**config.mk**
```make
export PLATFORM = sky130hd
export DESIGN_NAME = hilbert_envelope_inst_freq_top
export DESIGN_NICKNAME = d
export VERILOG_FILES = /design/src/design/hilenv_pkg.sv /design/src/design/hilenv_window.sv /design/src/design/hilenv_ctrl.sv /design/src/design/hilenv_arith.sv /design/src/design/hilbert_envelope_inst_freq_top.sv
export VERILOG_INCLUDE_DIRS = /design/src /design/src/design
export SDC_FILE = /design/constraint.sdc
export NUM_CORES = 2
export LEC_CHECK = 0
export BUFFER_PORTS_ARGS = -buffer_cell sky130_fd_sc_hd__clkbuf_2
export CORE_MARGIN = 1.5
export CORE_UTILIZATION = 43
export CTS_BUF_LIST = sky130_fd_sc_hd__clkbuf_4
export CTS_CLUSTER_DIAMETER = 30
export DETAILED_ROUTE_END_ITERATION = 6
export GPL_TIMING_DRIVEN = 0
export SYNTH_ARGS = -nofsm -noshare
export SYNTH_HDL_FRONTEND = slang
export SYNTH_HIERARCHICAL = 1
export SYNTH_SLANG_ARGS = --single-unit
```
**constraint.sdc**
```tcl
create_clock -name clock -period 11.3 [get_ports clock]
set_input_delay 1.13 -clock clock [delete_from_list [all_inputs] [get_ports clock]]
set_output_delay 1.13 -clock clock [all_outputs]
set_load 0.05 [all_outputs]
```
**src/design/hilbert_envelope_inst_freq_top_assert.svh**
```systemverilog
// Assertion macros used by the top-level design file.
`ifndef HILBERT_ENVELOPE_INST_FREQ_TOP_ASSERT_SVH
`define HILBERT_ENVELOPE_INST_FREQ_TOP_ASSERT_SVH

// Same-cycle implication.
`define HEI_ASSERT_NOW(label, clk, rst, ante, cons, msg) \
   label: assert property (@(posedge clk) disable iff (rst) (ante) |-> (cons)) else $error(msg);

// Next-cycle implication.
`define HEI_ASSERT_NEXT(label, clk, rst, ante, cons, msg) \
   label: assert property (@(posedge clk) disable iff (rst) (ante) |=> (cons)) else $error(msg);

`endif

```
**src/design/hilenv_pkg.sv**
```systemverilog
package hilenv_pkg;

   // Filter geometry
   localparam int TAPS        = 32;
   localparam int HALF        = TAPS / 2;
   localparam int WIN         = TAPS + 1;
   localparam int SAMPLE_BITS = 16;
   localparam int TIME_W      = 32;
   localparam int AMP_W       = 18;
   localparam int PH_W        = 16;

   // Window memory and sequence counter
   localparam int WADDR_W = $clog2(WIN);
   localparam int FILL_W  = $clog2(WIN + 1);
   localparam int CNT_W   = WADDR_W;
   localparam int MEM_W   = TIME_W + SAMPLE_BITS;

   // Shared multiplier and accumulator
   localparam int COEF_W = 16;
   localparam int XH_W   = 20;
   localparam int OP_W   = XH_W;
   localparam int PROD_W = 2 * OP_W;
   localparam int ACC_W  = PROD_W;
   localparam int RND_SH = 16;

   // Square root and CORDIC
   localparam int ROOT_W       = 2 * AMP_W;
   localparam int SQRT_STEPS   = AMP_W;
   localparam int CORDIC_STEPS = 15;
   localparam int SHIFT_W      = 4;
   localparam int CORDIC_FRAC  = 16;
   localparam int CW           = XH_W + CORDIC_FRAC + 2;
   localparam int ITER_STEPS   = SQRT_STEPS;

   typedef enum logic [3:0] {
      ST_IDLE,
      ST_MAC,
      ST_DRAIN,
      ST_ROUND,
      ST_SQX,
      ST_SQH,
      ST_SQSUM,
      ST_SETUP,
      ST_ITER,
      ST_DONE
   } state_type;

   typedef struct packed {
      logic             accept;
      logic             start_clr;
      logic             acc_clr;
      logic             rd_en;
      logic [CNT_W-1:0] idx;
      logic             sq_x;
      logic             sq_xh;
      logic             round;
      logic             setup;
      logic             iter;
      logic             load;
   } ctrl_type;

   // Combined weight of window position m: sum of the two adjacent Hilbert taps
   // that act on it in the two half-shifted filter passes (Q1.15).
   function automatic logic signed [COEF_W-1:0] coef(input logic [CNT_W-1:0] m);
      logic signed [COEF_W-1:0] c;
      begin
         unique case (m)
            6'd0:  c = 16'sd673;
            6'd1:  c = 16'sd1392;
            6'd2:  c = 16'sd1492;
            6'd3:  c = 16'sd1607;
            6'd4:  c = 16'sd1741;
            6'd5:  c = 16'sd1900;
            6'd6:  c = 16'sd2091;
            6'd7:  c = 16'sd2325;
            6'd8:  c = 16'sd2618;
            6'd9:  c = 16'sd2996;
            6'd10: c = 16'sd3501;
            6'd11: c = 16'sd4214;
            6'd12: c = 16'sd5298;
            6'd13: c = 16'sd7152;
            6'd14: c = 16'sd11126;
            6'd15: c = 16'sd27815;
            6'd17: c = -16'sd27815;
            6'd18: c = -16'sd11126;
            6'd19: c = -16'sd7152;
            6'd20: c = -16'sd5298;
            6'd21: c = -16'sd4214;
            6'd22: c = -16'sd3501;
            6'd23: c = -16'sd2996;
            6'd24: c = -16'sd2618;
            6'd25: c = -16'sd2325;
            6'd26: c = -16'sd2091;
            6'd27: c = -16'sd1900;
            6'd28: c = -16'sd1741;
            6'd29: c = -16'sd1607;
            6'd30: c = -16'sd1492;
            6'd31: c = -16'sd1392;
            6'd32: c = -16'sd673;
            default: c = '0;
         endcase
         return c;
      end
   endfunction

   // Arctangent of 2^-i in 1/65536 turn
   function automatic logic [PH_W-1:0] atan_step(input logic [SHIFT_W-1:0] i);
      logic [PH_W-1:0] a;
      begin
         unique case (i)
            4'd0:  a = 16'd8192;
            4'd1:  a = 16'd4836;
            4'd2:  a = 16'd2555;
            4'd3:  a = 16'd1297;
            4'd4:  a = 16'd651;
            4'd5:  a = 16'd326;
            4'd6:  a = 16'd163;
            4'd7:  a = 16'd81;
            4'd8:  a = 16'd41;
            4'd9:  a = 16'd20;
            4'd10: a = 16'd10;
            4'd11: a = 16'd5;
            4'd12: a = 16'd3;
            4'd13: a = 16'd1;
            4'd14: a = 16'd1;
            default: a = '0;
         endcase
         return a;
      end
   endfunction

endpackage

```
**src/design/hilenv_window.sv**
```systemverilog
module hilenv_window (
   input  logic                                     clock,
   input  logic                                     reset,
   input  hilenv_pkg::ctrl_type                     ctl,
   input  logic signed [hilenv_pkg::SAMPLE_BITS-1:0] wr_sample,
   input  logic [hilenv_pkg::TIME_W-1:0]            wr_time,
   input  logic                                     wr_start,
   output logic signed [hilenv_pkg::SAMPLE_BITS-1:0] rd_sample,
   output logic [hilenv_pkg::TIME_W-1:0]            rd_time,
   output logic                                     full_next
);
   import hilenv_pkg::*;

   logic [MEM_W-1:0]   mem [WIN];
   logic [MEM_W-1:0]   rd_data_ff;
   logic [WADDR_W-1:0] wp_ff, wp_in;
   logic [FILL_W-1:0]  fill_ff, fill_in, fill_step;
   logic [WADDR_W:0]   addr_sum;
   logic [WADDR_W:0]   addr_wrap;
   logic [WADDR_W-1:0] rd_addr;

   // Count stored samples, restart on a new record, hold at a full window
   always_comb begin
      if (wr_start) begin
         fill_step = FILL_W'(1);
      end else if (fill_ff == FILL_W'(WIN)) begin
         fill_step = fill_ff;
      end else begin
         fill_step = fill_ff + FILL_W'(1);
      end
      full_next = (fill_step == FILL_W'(WIN));
      fill_in   = ctl.accept ? fill_step : fill_ff;
   end

   // Advance the circular write pointer; the slot after the newest is the oldest
   always_comb begin
      if (!ctl.accept) begin
         wp_in = wp_ff;
      end else if (wp_ff == WADDR_W'(WIN - 1)) begin
         wp_in = '0;
      end else begin
         wp_in = wp_ff + WADDR_W'(1);
      end
   end

   // Map window position to memory address
   always_comb begin
      addr_sum  = {1'b0, wp_ff} + {1'b0, ctl.idx};
      addr_wrap = addr_sum - (WADDR_W + 1)'(WIN);
      rd_addr   = (addr_sum >= (WADDR_W + 1)'(WIN)) ? addr_wrap[WADDR_W-1:0]
                                                   : addr_sum[WADDR_W-1:0];
   end

   always_ff @(posedge clock) begin
      if (reset) begin
         wp_ff   <= '0;
         fill_ff <= '0;
      end else begin
         wp_ff   <= wp_in;
         fill_ff <= fill_in;
      end
   end

   // Store the transfer
   always_ff @(posedge clock) begin
      if (ctl.accept) begin
         mem[wp_ff] <= {wr_time, wr_sample};
      end
   end

   // Registered read
   always_ff @(posedge clock) begin
      if (ctl.rd_en) begin
         rd_data_ff <= mem[rd_addr];
      end
   end

   assign rd_sample = rd_data_ff[SAMPLE_BITS-1:0];
   assign rd_time   = rd_data_ff[MEM_W-1:SAMPLE_BITS];

endmodule

```
**src/design/hilenv_ctrl.sv**
```systemverilog
module hilenv_ctrl (
   input  logic                 clock,
   input  logic                 reset,
   input  logic                 req_valid,
   input  logic                 req_start_req,
   input  logic                 full_next,
   input  logic                 out_free,
   output logic                 req_stall,
   output hilenv_pkg::ctrl_type ctl
);
   import hilenv_pkg::*;

   state_type        state_ff, state_in;
   logic [CNT_W-1:0] cnt_ff, cnt_in;

   // Next state and step counter
   always_comb begin
      state_in = state_ff;
      cnt_in   = cnt_ff;
      unique case (state_ff)
         ST_IDLE: begin
            cnt_in = '0;
            if (req_valid && full_next) begin
               state_in = ST_MAC;
            end
         end
         ST_MAC: begin
            if (cnt_ff == CNT_W'(WIN - 1)) begin
               cnt_in   = '0;
               state_in = ST_DRAIN;
            end else begin
               cnt_in = cnt_ff + CNT_W'(1);
            end
         end
         ST_DRAIN: begin
            if (cnt_ff == CNT_W'(1)) begin
               cnt_in   = '0;
               state_in = ST_ROUND;
            end else begin
               cnt_in = cnt_ff + CNT_W'(1);
            end
         end
         ST_ROUND: state_in = ST_SQX;
         ST_SQX:   state_in = ST_SQH;
         ST_SQH:   state_in = ST_SQSUM;
         ST_SQSUM: state_in = ST_SETUP;
         ST_SETUP: begin
            cnt_in   = '0;
            state_in = ST_ITER;
         end
         ST_ITER: begin
            if (cnt_ff == CNT_W'(ITER_STEPS - 1)) begin
               cnt_in   = '0;
               state_in = ST_DONE;
            end else begin
               cnt_in = cnt_ff + CNT_W'(1);
            end
         end
         ST_DONE: begin
            if (out_free) begin
               state_in = ST_IDLE;
            end
         end
         default: state_in = ST_IDLE;
      endcase
   end

   // Control outputs
   always_comb begin
      ctl           = '0;
      ctl.idx       = cnt_ff;
      req_stall     = (state_ff != ST_IDLE);
      unique case (state_ff)
         ST_IDLE: begin
            ctl.acc_clr   = 1'b1;
            ctl.accept    = req_valid;
            ctl.start_clr = req_valid && req_start_req;
         end
         ST_MAC:   ctl.rd_en = 1'b1;
         ST_DRAIN: ctl.rd_en = 1'b0;
         ST_ROUND: begin
            ctl.round   = 1'b1;
            ctl.acc_clr = 1'b1;
         end
         ST_SQX:   ctl.sq_x  = 1'b1;
         ST_SQH:   ctl.sq_xh = 1'b1;
         ST_SQSUM: ctl.sq_xh = 1'b0;
         ST_SETUP: ctl.setup = 1'b1;
         ST_ITER:  ctl.iter  = 1'b1;
         ST_DONE:  ctl.load  = out_free;
         default:  ctl.load  = 1'b0;
      endcase
   end

   always_ff @(posedge clock) begin
      if (reset) begin
         state_ff <= ST_IDLE;
         cnt_ff   <= '0;
      end else begin
         state_ff <= state_in;
         cnt_ff   <= cnt_in;
      end
   end

endmodule

```
**src/design/hilenv_arith.sv**
```systemverilog
module hilenv_arith (
   input  logic                                      clock,
   input  logic                                      reset,
   input  hilenv_pkg::ctrl_type                      ctl,
   input  logic signed [hilenv_pkg::SAMPLE_BITS-1:0] rd_sample,
   input  logic [hilenv_pkg::TIME_W-1:0]             rd_time,
   input  logic                                      rsp_stall,
   output logic                                      out_free,
   output logic                                      rsp_valid,
   output logic [hilenv_pkg::TIME_W-1:0]             rsp_centre_time,
   output logic [hilenv_pkg::AMP_W-1:0]              rsp_amplitude,
   output logic [hilenv_pkg::PH_W-1:0]               rsp_phase_step
);
   import hilenv_pkg::*;

   // Read tag pipeline
   logic                        rd_vld_ff, rd_vld_in;
   logic [CNT_W-1:0]            rd_idx_ff, rd_idx_in;

   // Shared multiplier and accumulator
   logic signed [OP_W-1:0]      op_a, op_b;
   logic signed [PROD_W-1:0]    prod_ff, prod_in;
   logic                        prod_vld_ff, prod_vld_in;
   logic signed [ACC_W-1:0]     acc_ff, acc_in;
   logic signed [ACC_W-1:0]     rnd_sum;

   // Centre sample and quadrature value
   logic signed [SAMPLE_BITS-1:0] x_ff, x_in;
   logic [TIME_W-1:0]           time_ff, time_in;
   logic signed [XH_W-1:0]      xh_ff, xh_in;

   // Square root
   logic [ROOT_W-1:0]           rem_ff, rem_in;
   logic [ROOT_W-1:0]           root_ff, root_in;
   logic [ROOT_W-1:0]           bit_ff, bit_in;
   logic [ROOT_W-1:0]           trial;
   logic                        sat_ff, sat_in;

   // CORDIC
   logic signed [CW-1:0]        cx_ff, cx_in, cy_ff, cy_in;
   logic signed [CW-1:0]        xs, ys, sx, sy;
   logic [PH_W-1:0]             ang_ff, ang_in;
   logic                        zero_ff, zero_in;
   logic                        cordic_on;
   logic [SHIFT_W-1:0]          sh;

   // Output and phase history
   logic                        rsp_valid_ff, rsp_valid_in;
   logic [TIME_W-1:0]           ctime_ff, ctime_in;
   logic [AMP_W-1:0]            amp_ff, amp_in;
   logic [PH_W-1:0]             step_ff, step_in;
   logic [PH_W-1:0]             prev_ff, prev_in;
   logic [PH_W-1:0]             ph_fin;

   // Tag the window read so its data meets the right weight
   always_comb begin
      rd_vld_in = ctl.rd_en;
      rd_idx_in = ctl.idx;
   end

   // Select multiplier operands: filter product or one of the squares
   always_comb begin
      priority if (ctl.sq_x) begin
         op_a = OP_W'(x_ff);
         op_b = OP_W'(x_ff);
      end else if (ctl.sq_xh) begin
         op_a = xh_ff;
         op_b = xh_ff;
      end else begin
         op_a = OP_W'(rd_sample);
         op_b = OP_W'(coef(rd_idx_ff));
      end
      prod_in     = op_a * op_b;
      prod_vld_in = rd_vld_ff || ctl.sq_x || ctl.sq_xh;
   end

   // Accumulate products; clear while idle and between the filter sum and the sum of squares
   always_comb begin
      if (ctl.acc_clr) begin
         acc_in = '0;
      end else if (prod_vld_ff) begin
         acc_in = acc_ff + prod_ff;
      end else begin
         acc_in = acc_ff;
      end
   end

   // Capture the centre sample and its time tag as it streams by
   always_comb begin
      if (rd_vld_ff && (rd_idx_ff == CNT_W'(HALF))) begin
         x_in    = rd_sample;
         time_in = rd_time;
      end else begin
         x_in    = x_ff;
         time_in = time_ff;
      end
   end

   // Round the sum of both half-shifted filter outputs into the quadrature value
   always_comb begin
      rnd_sum = acc_ff + (ACC_W'(1) <<< (RND_SH - 1));
      xh_in   = ctl.round ? rnd_sum[RND_SH +: XH_W] : xh_ff;
   end

   // Restoring square root, one result bit per step
   always_comb begin
      trial   = root_ff + bit_ff;
      rem_in  = rem_ff;
      root_in = root_ff;
      bit_in  = bit_ff;
      sat_in  = sat_ff;
      if (ctl.setup) begin
         sat_in  = |acc_ff[ACC_W-1:ROOT_W];
         rem_in  = acc_ff[ROOT_W-1:0];
         root_in = '0;
         bit_in  = ROOT_W'(1) << (ROOT_W - 2);
      end else if (ctl.iter) begin
         if (rem_ff >= trial) begin
            rem_in  = rem_ff - trial;
            root_in = (root_ff >> 1) + bit_ff;
         end else begin
            root_in = root_ff >> 1;
         end
         bit_in = bit_ff >> 2;
      end
   end

   // CORDIC vectoring: fold the left half plane, then drive y toward zero
   always_comb begin
      xs        = {{(CW - SAMPLE_BITS - CORDIC_FRAC){x_ff[SAMPLE_BITS-1]}}, x_ff,
                   {CORDIC_FRAC{1'b0}}};
      ys        = {{(CW - XH_W - CORDIC_FRAC){xh_ff[XH_W-1]}}, xh_ff,
                   {CORDIC_FRAC{1'b0}}};
      sh        = ctl.idx[SHIFT_W-1:0];
      sx        = cx_ff >>> sh;
      sy        = cy_ff >>> sh;
      cordic_on = ctl.iter && (ctl.idx < CNT_W'(CORDIC_STEPS));
      cx_in     = cx_ff;
      cy_in     = cy_ff;
      ang_in    = ang_ff;
      zero_in   = zero_ff;
      if (ctl.setup) begin
         zero_in = (x_ff == '0) && (xh_ff == '0);
         if (x_ff[SAMPLE_BITS-1]) begin
            cx_in  = -xs;
            cy_in  = -ys;
            ang_in = PH_W'(1) << (PH_W - 1);
         end else begin
            cx_in  = xs;
            cy_in  = ys;
            ang_in = '0;
         end
      end else if (cordic_on) begin
         if (!cy_ff[CW-1]) begin
            cx_in  = cx_ff + sy;
            cy_in  = cy_ff - sx;
            ang_in = ang_ff + atan_step(sh);
         end else begin
            cx_in  = cx_ff - sy;
            cy_in  = cy_ff + sx;
            ang_in = ang_ff - atan_step(sh);
         end
      end
   end

   // Load the result register and update the phase history
   always_comb begin
      ph_fin       = zero_ff ? '0 : ang_ff;
      out_free     = !rsp_valid_ff || !rsp_stall;
      rsp_valid_in = ctl.load || (rsp_valid_ff && rsp_stall);
      ctime_in     = ctime_ff;
      amp_in       = amp_ff;
      step_in      = step_ff;
      prev_in      = prev_ff;
      if (ctl.start_clr) begin
         prev_in = '0;
      end else if (ctl.load) begin
         ctime_in = time_ff;
         amp_in   = sat_ff ? '1 : root_ff[AMP_W-1:0];
         step_in  = ph_fin - prev_ff;
         prev_in  = ph_fin;
      end
   end

   // Control registers
   always_ff @(posedge clock) begin
      if (reset) begin
         rd_vld_ff    <= 1'b0;
         prod_vld_ff  <= 1'b0;
         rsp_valid_ff <= 1'b0;
         prev_ff      <= '0;
      end else begin
         rd_vld_ff    <= rd_vld_in;
         prod_vld_ff  <= prod_vld_in;
         rsp_valid_ff <= rsp_valid_in;
         prev_ff      <= prev_in;
      end
   end

   // Datapath registers
   always_ff @(posedge clock) begin
      rd_idx_ff <= rd_idx_in;
      prod_ff   <= prod_in;
      acc_ff    <= acc_in;
      x_ff      <= x_in;
      time_ff   <= time_in;
      xh_ff     <= xh_in;
      rem_ff    <= rem_in;
      root_ff   <= root_in;
      bit_ff    <= bit_in;
      sat_ff    <= sat_in;
      cx_ff     <= cx_in;
      cy_ff     <= cy_in;
      ang_ff    <= ang_in;
      zero_ff   <= zero_in;
      ctime_ff  <= ctime_in;
      amp_ff    <= amp_in;
      step_ff   <= step_in;
   end

   assign rsp_valid       = rsp_valid_ff;
   assign rsp_centre_time = ctime_ff;
   assign rsp_amplitude   = amp_ff;
   assign rsp_phase_step  = step_ff;

endmodule

```
**src/design/hilbert_envelope_inst_freq_top.sv**
```systemverilog
// Hilbert envelope and instantaneous frequency. Each transfer on req_ carries a
// signed Q2.14 sample and its time tag into a 33-entry circular window. Once the
// window holds 33 samples of the current record (req_start_req begins a record
// and clears the phase history), the block produces one rsp_ transfer: the time
// tag of the centre sample, the envelope sqrt(x^2 + xh^2) as unsigned Q4.14
// (saturating), and the phase step against the previous result in 1/65536 turn.
// A transfer that does not complete the window is taken without a stall. One
// that does keeps req_stall high while the block streams the window through the
// single multiplier and memory read port, drains, rounds and forms the squares
// on that same multiplier, seeds the square root and the CORDIC, runs the
// bit-serial square root with the 15 CORDIC steps alongside, and loads the
// output register. The load waits while a stalled earlier result still
// occupies the register. A finished result sits in an output register, so
// the next sample is taken while it waits.
module hilbert_envelope_inst_freq_top (
   input  logic                                      clock,
   input  logic                                      reset,
   input  logic                                      req_valid,
   output logic                                      req_stall,
   input  logic signed [hilenv_pkg::SAMPLE_BITS-1:0] req_sample,
   input  logic [hilenv_pkg::TIME_W-1:0]             req_sample_time,
   input  logic                                      req_start_req,
   output logic                                      rsp_valid,
   input  logic                                      rsp_stall,
   output logic [hilenv_pkg::TIME_W-1:0]             rsp_centre_time,
   output logic [hilenv_pkg::AMP_W-1:0]              rsp_amplitude,
   output logic [hilenv_pkg::PH_W-1:0]               rsp_phase_step
);
   import hilenv_pkg::*;

`include "hilbert_envelope_inst_freq_top_assert.svh"

   ctrl_type                      ctl;
   logic signed [SAMPLE_BITS-1:0] rd_sample;
   logic [TIME_W-1:0]             rd_time;
   logic                          full_next;
   logic                          out_free;

   hilenv_ctrl u_ctrl (
      .clock         (clock),
      .reset         (reset),
      .req_valid     (req_valid),
      .req_start_req (req_start_req),
      .full_next     (full_next),
      .out_free      (out_free),
      .req_stall     (req_stall),
      .ctl           (ctl)
   );

   hilenv_window u_window (
      .clock     (clock),
      .reset     (reset),
      .ctl       (ctl),
      .wr_sample (req_sample),
      .wr_time   (req_sample_time),
      .wr_start  (req_start_req),
      .rd_sample (rd_sample),
      .rd_time   (rd_time),
      .full_next (full_next)
   );

   hilenv_arith u_arith (
      .clock           (clock),
      .reset           (reset),
      .ctl             (ctl),
      .rd_sample       (rd_sample),
      .rd_time         (rd_time),
      .rsp_stall       (rsp_stall),
      .out_free        (out_free),
      .rsp_valid       (rsp_valid),
      .rsp_centre_time (rsp_centre_time),
      .rsp_amplitude   (rsp_amplitude),
      .rsp_phase_step  (rsp_phase_step)
   );

   // Check sequencing between the window, the shared unit and the output register
   `HEI_ASSERT_NOW(a_no_read_while_open, clock, reset, !req_stall, !ctl.rd_en, "window read while input open")
   `HEI_ASSERT_NOW(a_load_only_when_free, clock, reset, ctl.load, (!rsp_valid || !rsp_stall), "result loaded over a stalled one")
   `HEI_ASSERT_NEXT(a_load_shows_result, clock, reset, ctl.load, rsp_valid, "loaded result not presented")
   `HEI_ASSERT_NOW(a_result_from_load, clock, reset, $rose(rsp_valid), $past(ctl.load), "result appeared without a load")

endmodule

```
==> metrics <==
status=finished, violations left; failing checks=DRC, capacitance limit, slew limit; Synth area leader=edfxtp_1; Post-Route WL=394500 microns; total area of sequential cells=~60000 sq um; io pins=121; Hold Crit Class=in -> reg; fmax=0.09287 GHz; Syn Area/Cell=11.84 sq um; CP delay by family, top=adder cells; area occupied by multi-input gates=51870 sq um; unrepaired setup endpoints after global routing=no; CP Class=reg -> reg; Initial DRC Count=9593; largest net degree at the start of global routing=57; CP Data Required Time=around 13000 ps; Via density=roughly 6.0; final hold vios=0; initial antenna violation count=21; maximum clock path buffer count=4; most frequent cells in the layout=edfxtp_1, nor2_1, nand2_1, clkbuf_4, inv_1; period utilization=0.9529; wire per inst=between 20 and 30 microns; Slew Limit Fails=22; Max transition margin=-0.04974; GRT overflow=0; HP Start=req_start_req; library cells used by synthesis=about 110; main flop type after synthesis=edfxtp_1; synth top area cells=edfxtp_1, fa_1, ha_1; Die Wd=525.1 microns; Rows=191; share of cells above drive strength 1=0.1653; worst slew pin tran=1575 ps; die height=525.1 microns; crit path launch=u_ctrl/state_ff[3]; final-stage net count=11540; CTS Buf Count=590; endpoints failing setup=0; crit path buf inv count=9; share of Yosys cell area claimed by the top area cell type=0.4857; cells after synthesis=9897; cell mode on critical path=fa_1; DP HPWL=around 290000 microns; most common cell after layout, fill and taps aside=edfxtp_1; Critical Path AT=12030 ps; Async SR Flop Fraction=0; gr usage total=0.2790; CP max stage cell=a21oi_1; H-tree depth=6; Seq cells post-synth=2093; Post-Syn Nets=10730; Via Count=88680; CTS tree=yes; clock net sink count=2093; Clock transition at path regs=60 ps; number of fill cells=24560; critical path fanouts, max=10; max-cap violations=2; Port Buffers=120; core area=271000 sq um; TritonRoute pass-1 iters=7; Clock Latency Late Sink=1540 ps; crit end category=register; fin util=0.4875; area grow syn2layout=12.71%; register area share after synthesis=0.5194; RD Place Congestion=around 0.97; EDFF count, synth=1896; number of global-route vias before repair=88340; Cell Area, Synth=roughly 120000 sq um; Initial Utilization=0.4325; die area=about 280000 sq um; clk root buf=clkbuf_4; Critical R2R Launch=u_ctrl/state_ff[3]; global-route wire length before repair=575100 microns; DRC=5; slowest stage delay, CP=1210 ps; fin crit period=10770 ps; Setup Skew=153.6 ps; post-route ant nets=0; crit start category=register; YS warnings=6
==> stage by stage <==
| step | setup TNS [ps] | instance area [sq um] | setup slack (ps) | hold slack [ps] | cells |
|---|---|---|---|---|---|
| floorplan | 0 | 117200 | 2899 | 374.4 | 9897 |
| global placement | -194010 | 122300 | -2572 | 407.3 | 13590 |
| detailed placement | 0 | 124300 | 365.3 | 404.5 | 13680 |
| CTS | 0 | 132000 | 311.3 | 51.61 | 14730 |
| global route | 0 | 132100 | 31.53 | 235.7 | 14730 |
| finish | 0 | 132100 | 531.9 | 204.6 | 14740 |
==> worst reg2reg max path: cells and delay by family, from the launching register on <==
kind                     cells  cell delay, ps
adder cells (fa/ha/maj)      8            4000
AO/OA/AOI/OAI               10            3410
buffers and inverters        9            1710
AND/OR/NAND/NOR              4            1040
flip-flops                   1             300
XOR/XNOR                     1             170
==> state kept, by name (all words and copies together) (netlist names), 16 cells and up, named ones only <==
| register | flops |
|---|---|
| u_arith/acc_ff | 40 |
| u_arith/prev_ff | 16 |
| u_arith/rem_ff | 36 |
| u_arith/prod_ff | 40 |
| u_arith/rsp_centre_time | 32 |
| u_window/mem | 1584 |
| u_arith/bit_ff | 18 |
| u_arith/rsp_phase_step | 16 |
| u_arith/xh_ff | 20 |
| u_arith/cx_ff | 38 |
| u_arith/rsp_amplitude | 18 |
| u_arith/cy_ff | 38 |
| u_window/rd_data_ff | 48 |
| u_arith/time_ff | 32 |
| u_arith/x_ff | 16 |
| u_arith/ang_ff | 16 |
| u_arith/root_ff | 36 |
==> path summary, 6_finish.rpt <==
kind	endpoint	slack, ps	cells after the start
max	u_arith/prod_ff[36]	530	32
min	u_window/fill_ff[4]	200	4
max reg2reg	u_arith/prod_ff[36]	530	32
min reg2reg	u_arith/time_ff[5]	390	0
==> metal layers <==
layer	track usage	part of all wire	vias to the layer above
met4	0.1123	0.039	16
met2	0.4669	0.48	4393
met5	0	0.00034	-
met3	0.05173	0.084	824
li1	-	-	38910
met1	0.3564	0.39	44540
==> logic make-up after synthesis <==
family | share of synthesized area
flops | 0.5194
xor+xnor | 0.02727
fa+ha+maj | 0.1104
compound gates | 0.1315
simple gates | 0.1106
buf+inv | 0.04081
mux | 0.05997
==> area by class of cell <==
type                            count  share of cell area
Sequential cell                  2093              0.4608
Inverter                          630             0.01790
Antenna cell                       18           0.0003409
Buffer                            582             0.01833
Multi-Input combinational cell   6592              0.3926
Tap cell                         3570             0.03381
Timing Repair Buffer              218             0.01801
Clock buffer                      820             0.04660
Clock inverter                    220             0.01161
==> cells in the mapped netlist, types with 44 or more instances <==
cell type and count:
a21o_1 115, mux2_2 82, buf_2 76, o221ai_1 108, nand2b_1 73, mux2i_1 211
buf_1 53, and3_1 107, mux4_2 173, o22ai_1 287, a31oi_1 76, xor2_1 127
nor3_1 253, dfxtp_1 197, and2_1 58, a21oi_1 416, ha_1 351, a211oi_1 72
xnor2_1 238, nor2b_1 79, fa_1 427, nand3_1 157, nor2_1 1002, edfxtp_1 1896
o221a_2 230, nor4_1 44, clkbuf_1 429, inv_1 626, o21ai_0 294, o21a_1 45
o21bai_1 47, nand2_1 845, o31ai_1 75, a2111oi_0 62
==> what timing repair did <==
item | CTS | global route
hold buffers | 2 | 0
endpoints found under the hold margin | 3 | 0
endpoints found under the setup margin | 0 | 6
buffers inserted | 0 | 0
resized for setup | 0 | 3
Power is left out: the tool's default activity adds up to more than one toggle a clock period on the data nets, which glitch-free logic cannot reach.
